$ cat src/rtl/otsl_pkg.sv
// Package for the overcurrent trip and short locator unit.
// Holds the transfer payload types, the configuration bundle and shared constants.
// No dependencies.
`default_nettype none

package otsl_pkg;

    // Default width of the converter readings used by the filter.
    localparam int SAMPLE_BITS_DEFAULT = 10;

    // Configuration register indexes.
    localparam logic [2:0] CFG_THRESHOLD = 3'd0;
    localparam logic [2:0] CFG_HOLD      = 3'd1;
    localparam logic [2:0] CFG_DISPLAY   = 3'd2;
    localparam logic [2:0] CFG_PULSE     = 3'd3;
    localparam logic [2:0] CFG_RESEND    = 3'd4;

    // Configuration reset values.
    localparam logic [7:0]  THRESHOLD_RESET = 8'd50;
    localparam logic [15:0] HOLD_RESET      = 16'd10;
    localparam logic [15:0] DISPLAY_RESET   = 16'd100;
    localparam logic [15:0] PULSE_RESET     = 16'd5;
    localparam logic [15:0] RESEND_RESET    = 16'd100;

    // Input command codes.
    localparam logic CMD_POLL  = 1'b0;
    localparam logic CMD_CLEAR = 1'b1;

    // One input item.
    typedef struct packed {
        logic        command;
        logic [15:0] now;
        logic [9:0]  sample;
        logic [9:0]  test_sample;
        logic        notify;
    } in_item_t;

    // One result item.
    typedef struct packed {
        logic [2:0] mode;
        logic       emergency;
        logic [1:0] stop_sends;
        logic [1:0] clear_sends;
        logic       rail1_power;
        logic       rail2_power;
        logic [1:0] table_power_path;
        logic [3:0] table_select;
        logic       report_valid;
        logic [3:0] path1_code;
        logic [3:0] path2_code;
    } out_item_t;

    // Current configuration register contents.
    typedef struct packed {
        logic [7:0]  threshold_tenths;
        logic [15:0] hold_ticks;
        logic [15:0] display_ticks;
        logic [15:0] pulse_ticks;
        logic [15:0] resend_ticks;
    } cfg_t;

endpackage

`default_nettype wire

$ cat src/rtl/otsl_cfg.sv
// Configuration register bank of the overcurrent trip and short locator unit.
// Depends on otsl_pkg for the register indexes, reset values and cfg_t.
`default_nettype none

module otsl_cfg (
    input  wire logic          clk,
    input  wire logic          rst_n,
    input  wire logic          cfg_we,
    input  wire logic [2:0]    cfg_index,
    input  wire logic [15:0]   cfg_data,
    output otsl_pkg::cfg_t     cfg,
    output logic               reseed
);
    import otsl_pkg::*;

    cfg_t cfg_reg;
    cfg_t cfg_next;

    // Decode a write into the addressed register; unknown indexes are ignored.
    always_comb
    begin
        cfg_next = cfg_reg;
        reseed   = 1'b0;
        if (cfg_we)
        begin
            case (cfg_index)
                CFG_THRESHOLD:
                begin
                    cfg_next.threshold_tenths = cfg_data[7:0];
                    reseed = 1'b1;
                end
                CFG_HOLD:    cfg_next.hold_ticks    = cfg_data;
                CFG_DISPLAY: cfg_next.display_ticks = cfg_data;
                CFG_PULSE:   cfg_next.pulse_ticks   = cfg_data;
                CFG_RESEND:  cfg_next.resend_ticks  = cfg_data;
                default:     cfg_next = cfg_reg;
            endcase
        end
    end

    always_ff @(posedge clk or negedge rst_n)
    begin
        if (!rst_n)
        begin
            cfg_reg.threshold_tenths <= THRESHOLD_RESET;
            cfg_reg.hold_ticks       <= HOLD_RESET;
            cfg_reg.display_ticks    <= DISPLAY_RESET;
            cfg_reg.pulse_ticks      <= PULSE_RESET;
            cfg_reg.resend_ticks     <= RESEND_RESET;
        end
        else
        begin
            cfg_reg <= cfg_next;
        end
    end

    assign cfg = cfg_reg;

endmodule

`default_nettype wire

$ cat src/rtl/otsl_core.sv
// Step logic of the overcurrent trip and short locator unit: filter, trip timer,
// short-locating sweep sequencer and their state registers.
// Depends on otsl_pkg for the payload types and cfg_t.
`default_nettype none

module otsl_core #(
    parameter int SAMPLE_BITS = otsl_pkg::SAMPLE_BITS_DEFAULT
) (
    input  wire logic           clk,
    input  wire logic           rst_n,
    input  wire logic           step_en,
    input  otsl_pkg::in_item_t  item,
    input  otsl_pkg::cfg_t      cfg,
    input  wire logic           reseed,
    output otsl_pkg::out_item_t result
);
    import otsl_pkg::*;

    // Phase codes; the output mode carries them directly.
    localparam logic [2:0] PH_ARMED   = 3'd0;
    localparam logic [2:0] PH_ACTIVE  = 3'd1;
    localparam logic [2:0] PH_START   = 3'd2;
    localparam logic [2:0] PH_PULSE   = 3'd3;
    localparam logic [2:0] PH_LATCHED = 3'd4;

    localparam logic [3:0] SHORT_NONE = 4'd15;
    localparam logic [3:0] CODE_RAIL  = 4'd10;
    localparam logic [3:0] CODE_OK    = 4'd0;
    localparam logic [3:0] BARE_RAIL  = 4'd0;
    localparam logic [1:0] PATH_ONE   = 2'd1;
    localparam logic [1:0] PATH_TWO   = 2'd2;
    localparam logic [1:0] PATH_NONE  = 2'd0;
    localparam logic [3:0] P1_FIRST   = 4'd1;
    localparam logic [3:0] P1_LAST    = 4'd4;
    localparam logic [3:0] P2_FIRST   = 4'd5;
    localparam logic [3:0] P2_LAST    = 4'd9;
    localparam logic [1:0] STOP_TRIP  = 2'd3;
    localparam logic [1:0] STOP_AGAIN = 2'd2;
    localparam logic [1:0] CLEAR_MSGS = 2'd2;

    // Widths for the filter and the level compares.
    localparam int SW  = SAMPLE_BITS;
    localparam int EXT = SAMPLE_BITS + 16;
    localparam int CW  = SAMPLE_BITS + 12;

    // Stored short record of one path mapped to its report code.
    function automatic logic [3:0] code_of(input logic [3:0] v);
        logic [3:0] c;
        begin
            if (v == SHORT_NONE)
                c = CODE_OK;
            else if (v == BARE_RAIL)
                c = CODE_RAIL;
            else
                c = v;
            return c;
        end
    endfunction

    logic [2:0]    phase_reg,       phase_next;
    logic [SW-1:0] avg_reg,         avg_next;
    logic          seeded_reg,      seeded_next;
    logic [15:0]   hold_start_reg,  hold_start_next;
    logic          hold_run_reg,    hold_run_next;
    logic [15:0]   trip_time_reg,   trip_time_next;
    logic [15:0]   resend_time_reg, resend_time_next;
    logic [15:0]   pulse_time_reg,  pulse_time_next;
    logic [1:0]    path_reg,        path_next;
    logic [3:0]    table_reg,       table_next;
    logic [3:0]    short1_reg,      short1_next;
    logic [3:0]    short2_reg,      short2_next;
    logic          alarm_reg,       alarm_next;

    logic [EXT-1:0] sample_wide;
    logic [EXT-1:0] test_wide;
    logic [SW-1:0]  sample_m;
    logic [SW-1:0]  test_m;
    logic [11:0]    hi;
    logic [SW+2:0]  filt_sum;
    logic [SW-1:0]  filt;

    // Reading masks, threshold level and the 7/8 filter term.
    assign sample_wide = EXT'(item.sample);
    assign test_wide   = EXT'(item.test_sample);
    assign sample_m    = sample_wide[SW-1:0];
    assign test_m      = test_wide[SW-1:0];
    assign hi          = {1'b0, cfg.threshold_tenths, 3'b000}
                       + {3'b000, cfg.threshold_tenths, 1'b0};
    assign filt_sum    = {avg_reg, 3'b000} - {3'b000, avg_reg} + {3'b000, sample_m};
    assign filt        = filt_sum[SW+2:3];

    // Next state and result of one step.
    always_comb
    begin
        logic          high;
        logic [15:0]   hs;
        logic [3:0]    cur_short;
        logic [3:0]    new_short;
        logic [3:0]    first_t;
        logic [3:0]    last_t;
        logic          path_done;
        logic [3:0]    s1;
        logic [3:0]    s2;

        phase_next       = phase_reg;
        avg_next         = avg_reg;
        seeded_next      = seeded_reg;
        hold_start_next  = hold_start_reg;
        hold_run_next    = hold_run_reg;
        trip_time_next   = trip_time_reg;
        resend_time_next = resend_time_reg;
        pulse_time_next  = pulse_time_reg;
        path_next        = path_reg;
        table_next       = table_reg;
        short1_next      = short1_reg;
        short2_next      = short2_reg;
        alarm_next       = alarm_reg;
        result           = '0;

        high      = 1'b0;
        hs        = hold_start_reg;
        cur_short = (path_reg == PATH_ONE) ? short1_reg : short2_reg;
        new_short = cur_short;
        first_t   = (path_reg == PATH_ONE) ? P1_FIRST : P2_FIRST;
        last_t    = (path_reg == PATH_ONE) ? P1_LAST : P2_LAST;
        path_done = 1'b0;
        s1        = short1_reg;
        s2        = short2_reg;

        if (step_en)
        begin
            if (item.command == CMD_CLEAR)
            begin
                // A clear resets the emergency unless the block is already idle.
                if (alarm_reg || phase_reg != PH_ARMED)
                begin
                    alarm_next       = 1'b0;
                    hold_run_next    = 1'b0;
                    hold_start_next  = '0;
                    resend_time_next = item.now;
                    trip_time_next   = '0;
                    pulse_time_next  = '0;
                    path_next        = PATH_ONE;
                    table_next       = BARE_RAIL;
                    short1_next      = SHORT_NONE;
                    short2_next      = SHORT_NONE;
                    seeded_next      = 1'b0;
                    phase_next       = PH_ARMED;
                    if (item.notify)
                        result.clear_sends = CLEAR_MSGS;
                end
            end
            else
            begin
                // Filter update, seeded by the first sample.
                avg_next    = seeded_reg ? filt : sample_m;
                seeded_next = 1'b1;
                high        = CW'(avg_next) >= CW'(hi);

                case (phase_reg)
                    PH_ARMED:
                    begin
                        if (high)
                        begin
                            hs              = hold_run_reg ? hold_start_reg : item.now;
                            hold_run_next   = 1'b1;
                            hold_start_next = hs;
                            if (16'(item.now - hs) >= cfg.hold_ticks)
                            begin
                                result.stop_sends = STOP_TRIP;
                                alarm_next        = 1'b1;
                                resend_time_next  = item.now;
                                trip_time_next    = item.now;
                                hold_run_next     = 1'b0;
                                hold_start_next   = '0;
                                phase_next        = PH_ACTIVE;
                            end
                        end
                        else
                        begin
                            hold_run_next   = 1'b0;
                            hold_start_next = '0;
                        end
                    end
                    PH_ACTIVE:
                    begin
                        if (16'(item.now - trip_time_reg) >= cfg.display_ticks)
                        begin
                            path_next   = PATH_ONE;
                            table_next  = BARE_RAIL;
                            short1_next = SHORT_NONE;
                            short2_next = SHORT_NONE;
                            phase_next  = PH_START;
                        end
                    end
                    PH_START:
                    begin
                        pulse_time_next = item.now;
                        phase_next      = PH_PULSE;
                    end
                    PH_PULSE:
                    begin
                        if (16'(item.now - pulse_time_reg) >= cfg.pulse_ticks)
                        begin
                            // Record the first short of this path.
                            if (CW'(test_m) >= CW'(hi) && cur_short == SHORT_NONE)
                                new_short = table_reg;
                            if (path_reg == PATH_ONE)
                                s1 = new_short;
                            else
                                s2 = new_short;
                            short1_next = s1;
                            short2_next = s2;

                            // Step to the next table, or end this path.
                            if (table_reg == BARE_RAIL)
                            begin
                                if (new_short == BARE_RAIL)
                                    path_done = 1'b1;
                                else
                                begin
                                    table_next = first_t;
                                    phase_next = PH_START;
                                end
                            end
                            else if (table_reg < last_t)
                            begin
                                table_next = table_reg + 4'd1;
                                phase_next = PH_START;
                            end
                            else
                                path_done = 1'b1;

                            if (path_done)
                            begin
                                if (path_reg == PATH_ONE)
                                begin
                                    path_next  = PATH_TWO;
                                    table_next = BARE_RAIL;
                                    phase_next = PH_START;
                                end
                                else
                                begin
                                    result.report_valid = 1'b1;
                                    result.path1_code   = code_of(s1);
                                    result.path2_code   = code_of(s2);
                                    resend_time_next    = item.now;
                                    phase_next          = PH_LATCHED;
                                end
                            end
                        end
                    end
                    PH_LATCHED:
                    begin
                        if (high && 16'(item.now - resend_time_reg) >= cfg.resend_ticks)
                        begin
                            result.stop_sends = STOP_AGAIN;
                            resend_time_next  = item.now;
                        end
                    end
                    default:
                    begin
                        phase_next = phase_reg;
                    end
                endcase
            end

            // Status and power outputs follow the state after the step.
            result.mode      = phase_next;
            result.emergency = alarm_next;
            if (phase_next == PH_PULSE)
            begin
                if (path_next == PATH_ONE)
                    result.rail1_power = 1'b1;
                else
                    result.rail2_power = 1'b1;
                if (table_next != BARE_RAIL)
                begin
                    result.table_power_path = (path_next == PATH_ONE) ? PATH_ONE : PATH_TWO;
                    result.table_select     = table_next;
                end
                else
                    result.table_power_path = PATH_NONE;
            end
        end

        // A threshold write unseeds the filter.
        if (reseed)
            seeded_next = 1'b0;
    end

    always_ff @(posedge clk or negedge rst_n)
    begin
        if (!rst_n)
        begin
            phase_reg       <= PH_ARMED;
            avg_reg         <= '0;
            seeded_reg      <= 1'b0;
            hold_start_reg  <= '0;
            hold_run_reg    <= 1'b0;
            trip_time_reg   <= '0;
            resend_time_reg <= '0;
            pulse_time_reg  <= '0;
            path_reg        <= PATH_ONE;
            table_reg       <= BARE_RAIL;
            short1_reg      <= SHORT_NONE;
            short2_reg      <= SHORT_NONE;
            alarm_reg       <= 1'b0;
        end
        else
        begin
            phase_reg       <= phase_next;
            avg_reg         <= avg_next;
            seeded_reg      <= seeded_next;
            hold_start_reg  <= hold_start_next;
            hold_run_reg    <= hold_run_next;
            trip_time_reg   <= trip_time_next;
            resend_time_reg <= resend_time_next;
            pulse_time_reg  <= pulse_time_next;
            path_reg        <= path_next;
            table_reg       <= table_next;
            short1_reg      <= short1_next;
            short2_reg      <= short2_next;
            alarm_reg       <= alarm_next;
        end
    end

endmodule

`default_nettype wire

$ cat src/rtl/overcurrent_trip_and_short_locator_unit.sv
// Overcurrent trip and short locator unit, top level.
// An input transfer reaches its result through the input register and the result register.
// Throughput: one item per cycle while out_stall is low; a result stall holds the flow.
// Reset: rst_n clears all control state and restores the configuration defaults at once.
// Depends on otsl_pkg, otsl_cfg and otsl_core.
`default_nettype none

module overcurrent_trip_and_short_locator_unit #(
    parameter int SAMPLE_BITS = otsl_pkg::SAMPLE_BITS_DEFAULT
) (
    input  wire logic           clk,
    input  wire logic           rst_n,
    input  wire logic           in_valid,
    output logic                in_stall,
    input  otsl_pkg::in_item_t  in_data,
    output logic                out_valid,
    input  wire logic           out_stall,
    output otsl_pkg::out_item_t out_data,
    input  wire logic           cfg_we,
    input  wire logic [2:0]     cfg_index,
    input  wire logic [15:0]    cfg_data
);
    import otsl_pkg::*;

    in_item_t  in_item_reg;
    logic      in_valid_reg, in_valid_next;
    out_item_t out_item_reg;
    logic      out_valid_reg, out_valid_next;
    out_item_t step_result;
    cfg_t      cfg;
    logic      reseed;
    logic      advance;
    logic      accept;

    // Pipeline control: the held item moves on when the result register is empty or being read.
    assign advance        = in_valid_reg && (!out_valid_reg || !out_stall);
    assign in_stall       = in_valid_reg && !advance;
    assign accept         = in_valid && !in_stall;
    assign in_valid_next  = accept || (in_valid_reg && !advance);
    assign out_valid_next = advance || (out_valid_reg && out_stall);

    otsl_cfg u_cfg (
        .clk       (clk),
        .rst_n     (rst_n),
        .cfg_we    (cfg_we),
        .cfg_index (cfg_index),
        .cfg_data  (cfg_data),
        .cfg       (cfg),
        .reseed    (reseed)
    );

    otsl_core #(
        .SAMPLE_BITS (SAMPLE_BITS)
    ) u_core (
        .clk     (clk),
        .rst_n   (rst_n),
        .step_en (advance),
        .item    (in_item_reg),
        .cfg     (cfg),
        .reseed  (reseed),
        .result  (step_result)
    );

    // Valid flags of the input and result registers.
    always_ff @(posedge clk or negedge rst_n)
    begin
        if (!rst_n)
        begin
            in_valid_reg  <= 1'b0;
            out_valid_reg <= 1'b0;
        end
        else
        begin
            in_valid_reg  <= in_valid_next;
            out_valid_reg <= out_valid_next;
        end
    end

    // Payload registers.
    always_ff @(posedge clk)
    begin
        if (accept)
            in_item_reg <= in_data;
        if (advance)
            out_item_reg <= step_result;
    end

    assign out_valid = out_valid_reg;
    assign out_data  = out_item_reg;

endmodule

`default_nettype wire

$ cat config.mk
export PLATFORM = sky130hd
export DESIGN_NAME = overcurrent_trip_and_short_locator_unit
export DESIGN_NICKNAME = d
export VERILOG_FILES = /design/src/rtl/otsl_pkg.sv /design/src/rtl/otsl_cfg.sv /design/src/rtl/otsl_core.sv /design/src/rtl/overcurrent_trip_and_short_locator_unit.sv
export SDC_FILE = /design/constraint.sdc
export NUM_CORES = 1
export LEC_CHECK = 0
export ABC_AREA = 1
export BUFFER_PORTS_ARGS = -buffer_cell sky130_fd_sc_hd__buf_2
export CAP_MARGIN = 20
export CORE_MARGIN = 2
export CORE_UTILIZATION = 56
export DETAILED_ROUTE_END_ITERATION = 10
export PLACE_DENSITY = 0.79
export SETUP_SLACK_MARGIN = 0.3
export SYNTH_ARGS = -nofsm -noshare
export SYNTH_HDL_FRONTEND = slang
export SYNTH_SLANG_ARGS = --single-unit
$ cat constraint.sdc
create_clock -name clk -period 4.5 [get_ports clk]
set_clock_uncertainty 0.05 [all_clocks]
set_input_delay 0.675 -clock clk [delete_from_list [all_inputs] [get_ports clk]]
set_output_delay 0.675 -clock clk [all_outputs]
set_load 0.02 [all_outputs]
==> flow_metrics.tcl <==
set metrics [dict create \
    synthFlopType "dfrtp_1" \
    syn_to_final_growth_pct 25.9 \
    worst_pin_slew_ns 1.14 \
    post-route-drc-count 0 \
    yosys_warnings 0 \
    cts_max_path_buffers 3 \
    hold_violations 0 \
    hold_path_class "input pin to asynchronous set/reset pin" \
    overflow 0 \
    synth.mux.area_fraction_pct 0 \
    setup-tns-final_ns -5.37 \
    fin_nets 2318 \
    die_w_um 168 \
    synth-xor-area-share_pct 4.06 \
    rsz0062_at_grt "true" \
    grt_pass1_vias 13600 \
    viasPerCell 5.81 \
    slew_headroom_pct 23.5 \
    worstSkewPairLatency_ns 0.54 \
    clockPowerShare_pct 14.4 \
    cp_max_fo 8 \
    slowest_delay_ns 0.47 \
    synth_top_family_by_area "simple AND/OR/NAND/NOR gates" \
    via_count 14200 \
    power_density_nw_per_um2 771 \
    power_uw 14600 \
    htree_levels 1 \
    final_util_pct 71.1 \
    leakagePower_uw 0.00938 \
    drtAntennaViolNets 0 \
    switchingPower_uw 6680 \
    antenna_found_initial 0 \
    die-area_um2 28300 \
    start_util_pct 56.5 \
    syn_nets 2083 \
    wl_um 44000 \
    io_buffers 87 \
    nFillCells 1847 \
    required_ns 4.91 \
    hpwl_um 28500 \
    ys_seq_elements 230 \
    postLayoutSetupSlackWorst_ns -0.246 \
    synth_cell_types 49 \
    antennaDiodeCount 0 \
    power_frac_comb_pct 64.7 \
    dp_slack_ns -0.202 \
    dr.pass1.iters 6 \
    grt_pass1_wl_um 65400 \
    syn_area_um2 15100 \
    drive_above_1_share_pct 24.7 \
    async_flop_share_pct 73.0 \
    finalCriticalPeriod_ns 4.75 \
    grt_max_degree 92 \
    wl_per_cell_um 18.0 \
    fmax_ghz 0.211 \
    path_buf_inv 8 \
    dieHeight_um 168 \
    pwr-share-seq_pct 21.0 \
    synth-simple-area-share_pct 16.3 \
    synth_compound_area_share_pct 14.5 \
    synth-seq-area-share_pct 40.4 \
    violations "negative setup slack" \
    cp_top_family "compound AO/OA/AOI/OAI gates" \
    fin_crit_sh_pct 105 \
    tritoncts.num_buffers 26 \
    grt.total_usage_pct 28.7 \
    largest_reg_flops 72 \
    cp_slowest_cell "dfrtp_2" \
    outcome "finished with violations" \
    path_class "register to register" \
    gp_congestion 0.925 \
    finalSetupViolCount 42 \
    ctsRootBufferMaster "clkbuf_16" \
    cap_viol_max_count 0 \
    ir_drop_mv 0.386 \
    core_um2 26700 \
    synth_edf_count 62 \
    final_common_cell "inv_1" \
    syn_avg_cell_area_um2 8.17 \
    layout_common_cells "317 x inv_1, 280 x nand2_1, 152 x ha_1, 145 x dfrtp_1, 135 x o21ai_0" \
    syn_inst 1847 \
    drt_iter0_drc 1431 \
    rows 60 \
    clock-sinks 230 \
    intPower_uw 7960 \
    crit_path_start_kind "register" \
    drv_slew 0 \
    worstSetupEndpointType "register" \
    synth_fa_ha_area_share_pct 15.0 \
    ioPinCount 89 \
    swShare_pct 45.6 \
    cts_tree "built" \
    worstPathArrival_ns 5.16 \
    path_clk_slew_ns 0.06 \
]
[Yosys cell counts (all sizes together), types with 2 or more instances]
| library cell | number | area [µm²] |
|---|---|---|
| fa | 12 | 240 |
| o221ai | 5 | 43.8 |
| ha | 162 | 2030 |
| o21bai | 3 | 33.8 |
| inv | 339 | 1270 |
| nand4 | 18 | 119 |
| a31oi | 13 | 81.3 |
| nand2 | 330 | 1250 |
| xnor2 | 13 | 114 |
| clkinv | 3 | 11.3 |
| o21a | 4 | 30.0 |
| edfxtp | 62 | 1860 |
| nor2 | 125 | 469 |
| nor3 | 21 | 105 |
| a21o | 9 | 67.6 |
| xor2 | 57 | 499 |
| o21ai | 179 | 900 |
| nand3 | 78 | 410 |
| a21boi | 2 | 18.8 |
| a21oi | 143 | 719 |
| nor4 | 7 | 43.8 |
| a211oi | 5 | 37.5 |
| nand3b | 2 | 15.0 |
| or2 | 4 | 25.0 |
| dfstp | 22 | 578 |
| buf | 8 | 57.6 |
| o22ai | 21 | 131 |
| o211ai | 7 | 52.6 |
| dfrtp | 146 | 3650 |
| clkbuf | 32 | 120 |
| and2 | 5 | 31.3 |
| o31ai | 5 | 37.5 |
[power groups by stage]
stage          clock [µW]  combinational [µW]  sequential, µW
3_3_place_gp            0                6570            3030
4_1_cts              2110                8160            3020
6_report             2100                9470            3070
5_1_grt              2200               10300            3120
3_5_place_dp            0                6910            3040
2_1_floorplan           0                5000            2980
[layout make-up]
class,count,area [µm²],share of cell area (%)
timing repair buffer,247,1940,10.2
inverter,342,1290,6.79
tap,341,427,2.25
clock inverter,19,151,0.797
clock buffer,29,693,3.65
multi-input combinational,1235,8400,44.2
sequential,230,6090,32.1
[worst paths after layout]
path	depth (start not counted)	to	from	slack, ns
min in group clk	1	in_item_reg[17]	in_data[17]	0.26
worst min register to register	2	u_cfg.cfg[7]	u_cfg.cfg[7]	0.43
worst max-delay path	26	u_core.trip_time_reg[9]	u_core.hold_run_reg	-0.25
max in group asynchronous	2	u_core.path_reg[0]	rst_n	3.29
worst max register to register	26	u_core.trip_time_reg[9]	u_core.hold_run_reg	-0.25
worst min-delay path	1	u_core.avg_reg[5]	rst_n	0.17
[per-layer routing]
| layer | up-vias | routed length, µm | global-route usage, % |
|---|---|---|---|
| li1 | 6570 | - | - |
| met1 | 6698 | 16900 | 35.3 |
| met2 | 700 | 20800 | 48.3 |
| met3 | 216 | 3440 | 4.89 |
| met4 | 0 | 2830 | 16.0 |
| met5 | - | 0 | 0 |
[repair_timing]
item,CTS,global route
gates resized for setup,120,176
pin swaps,43,80
hold buffers,0,0
cloned,4,2
setup endpoints to repair,89,91
buffers inserted,68,18
[kinds of logic after synthesis]
group	after synthesis
AO/OA/AOI/OAI	400
AND/OR/NAND/NOR	590
adder cells (fa/ha/maj)	174
flip-flops	230
other	1
XOR/XNOR	70
buffers and inverters	382
[stage by stage]
stage               cells  instance area, µm²  hold WS [ns]
finish               2443               19000         0.169
global route         2443               19000         0.224
CTS                  2423               18200         0.196
detailed placement   2303               16400         0.424
global placement     2303               16400         0.416
floorplan            1847               15100         0.329
(Power assumes the default switching activity.)
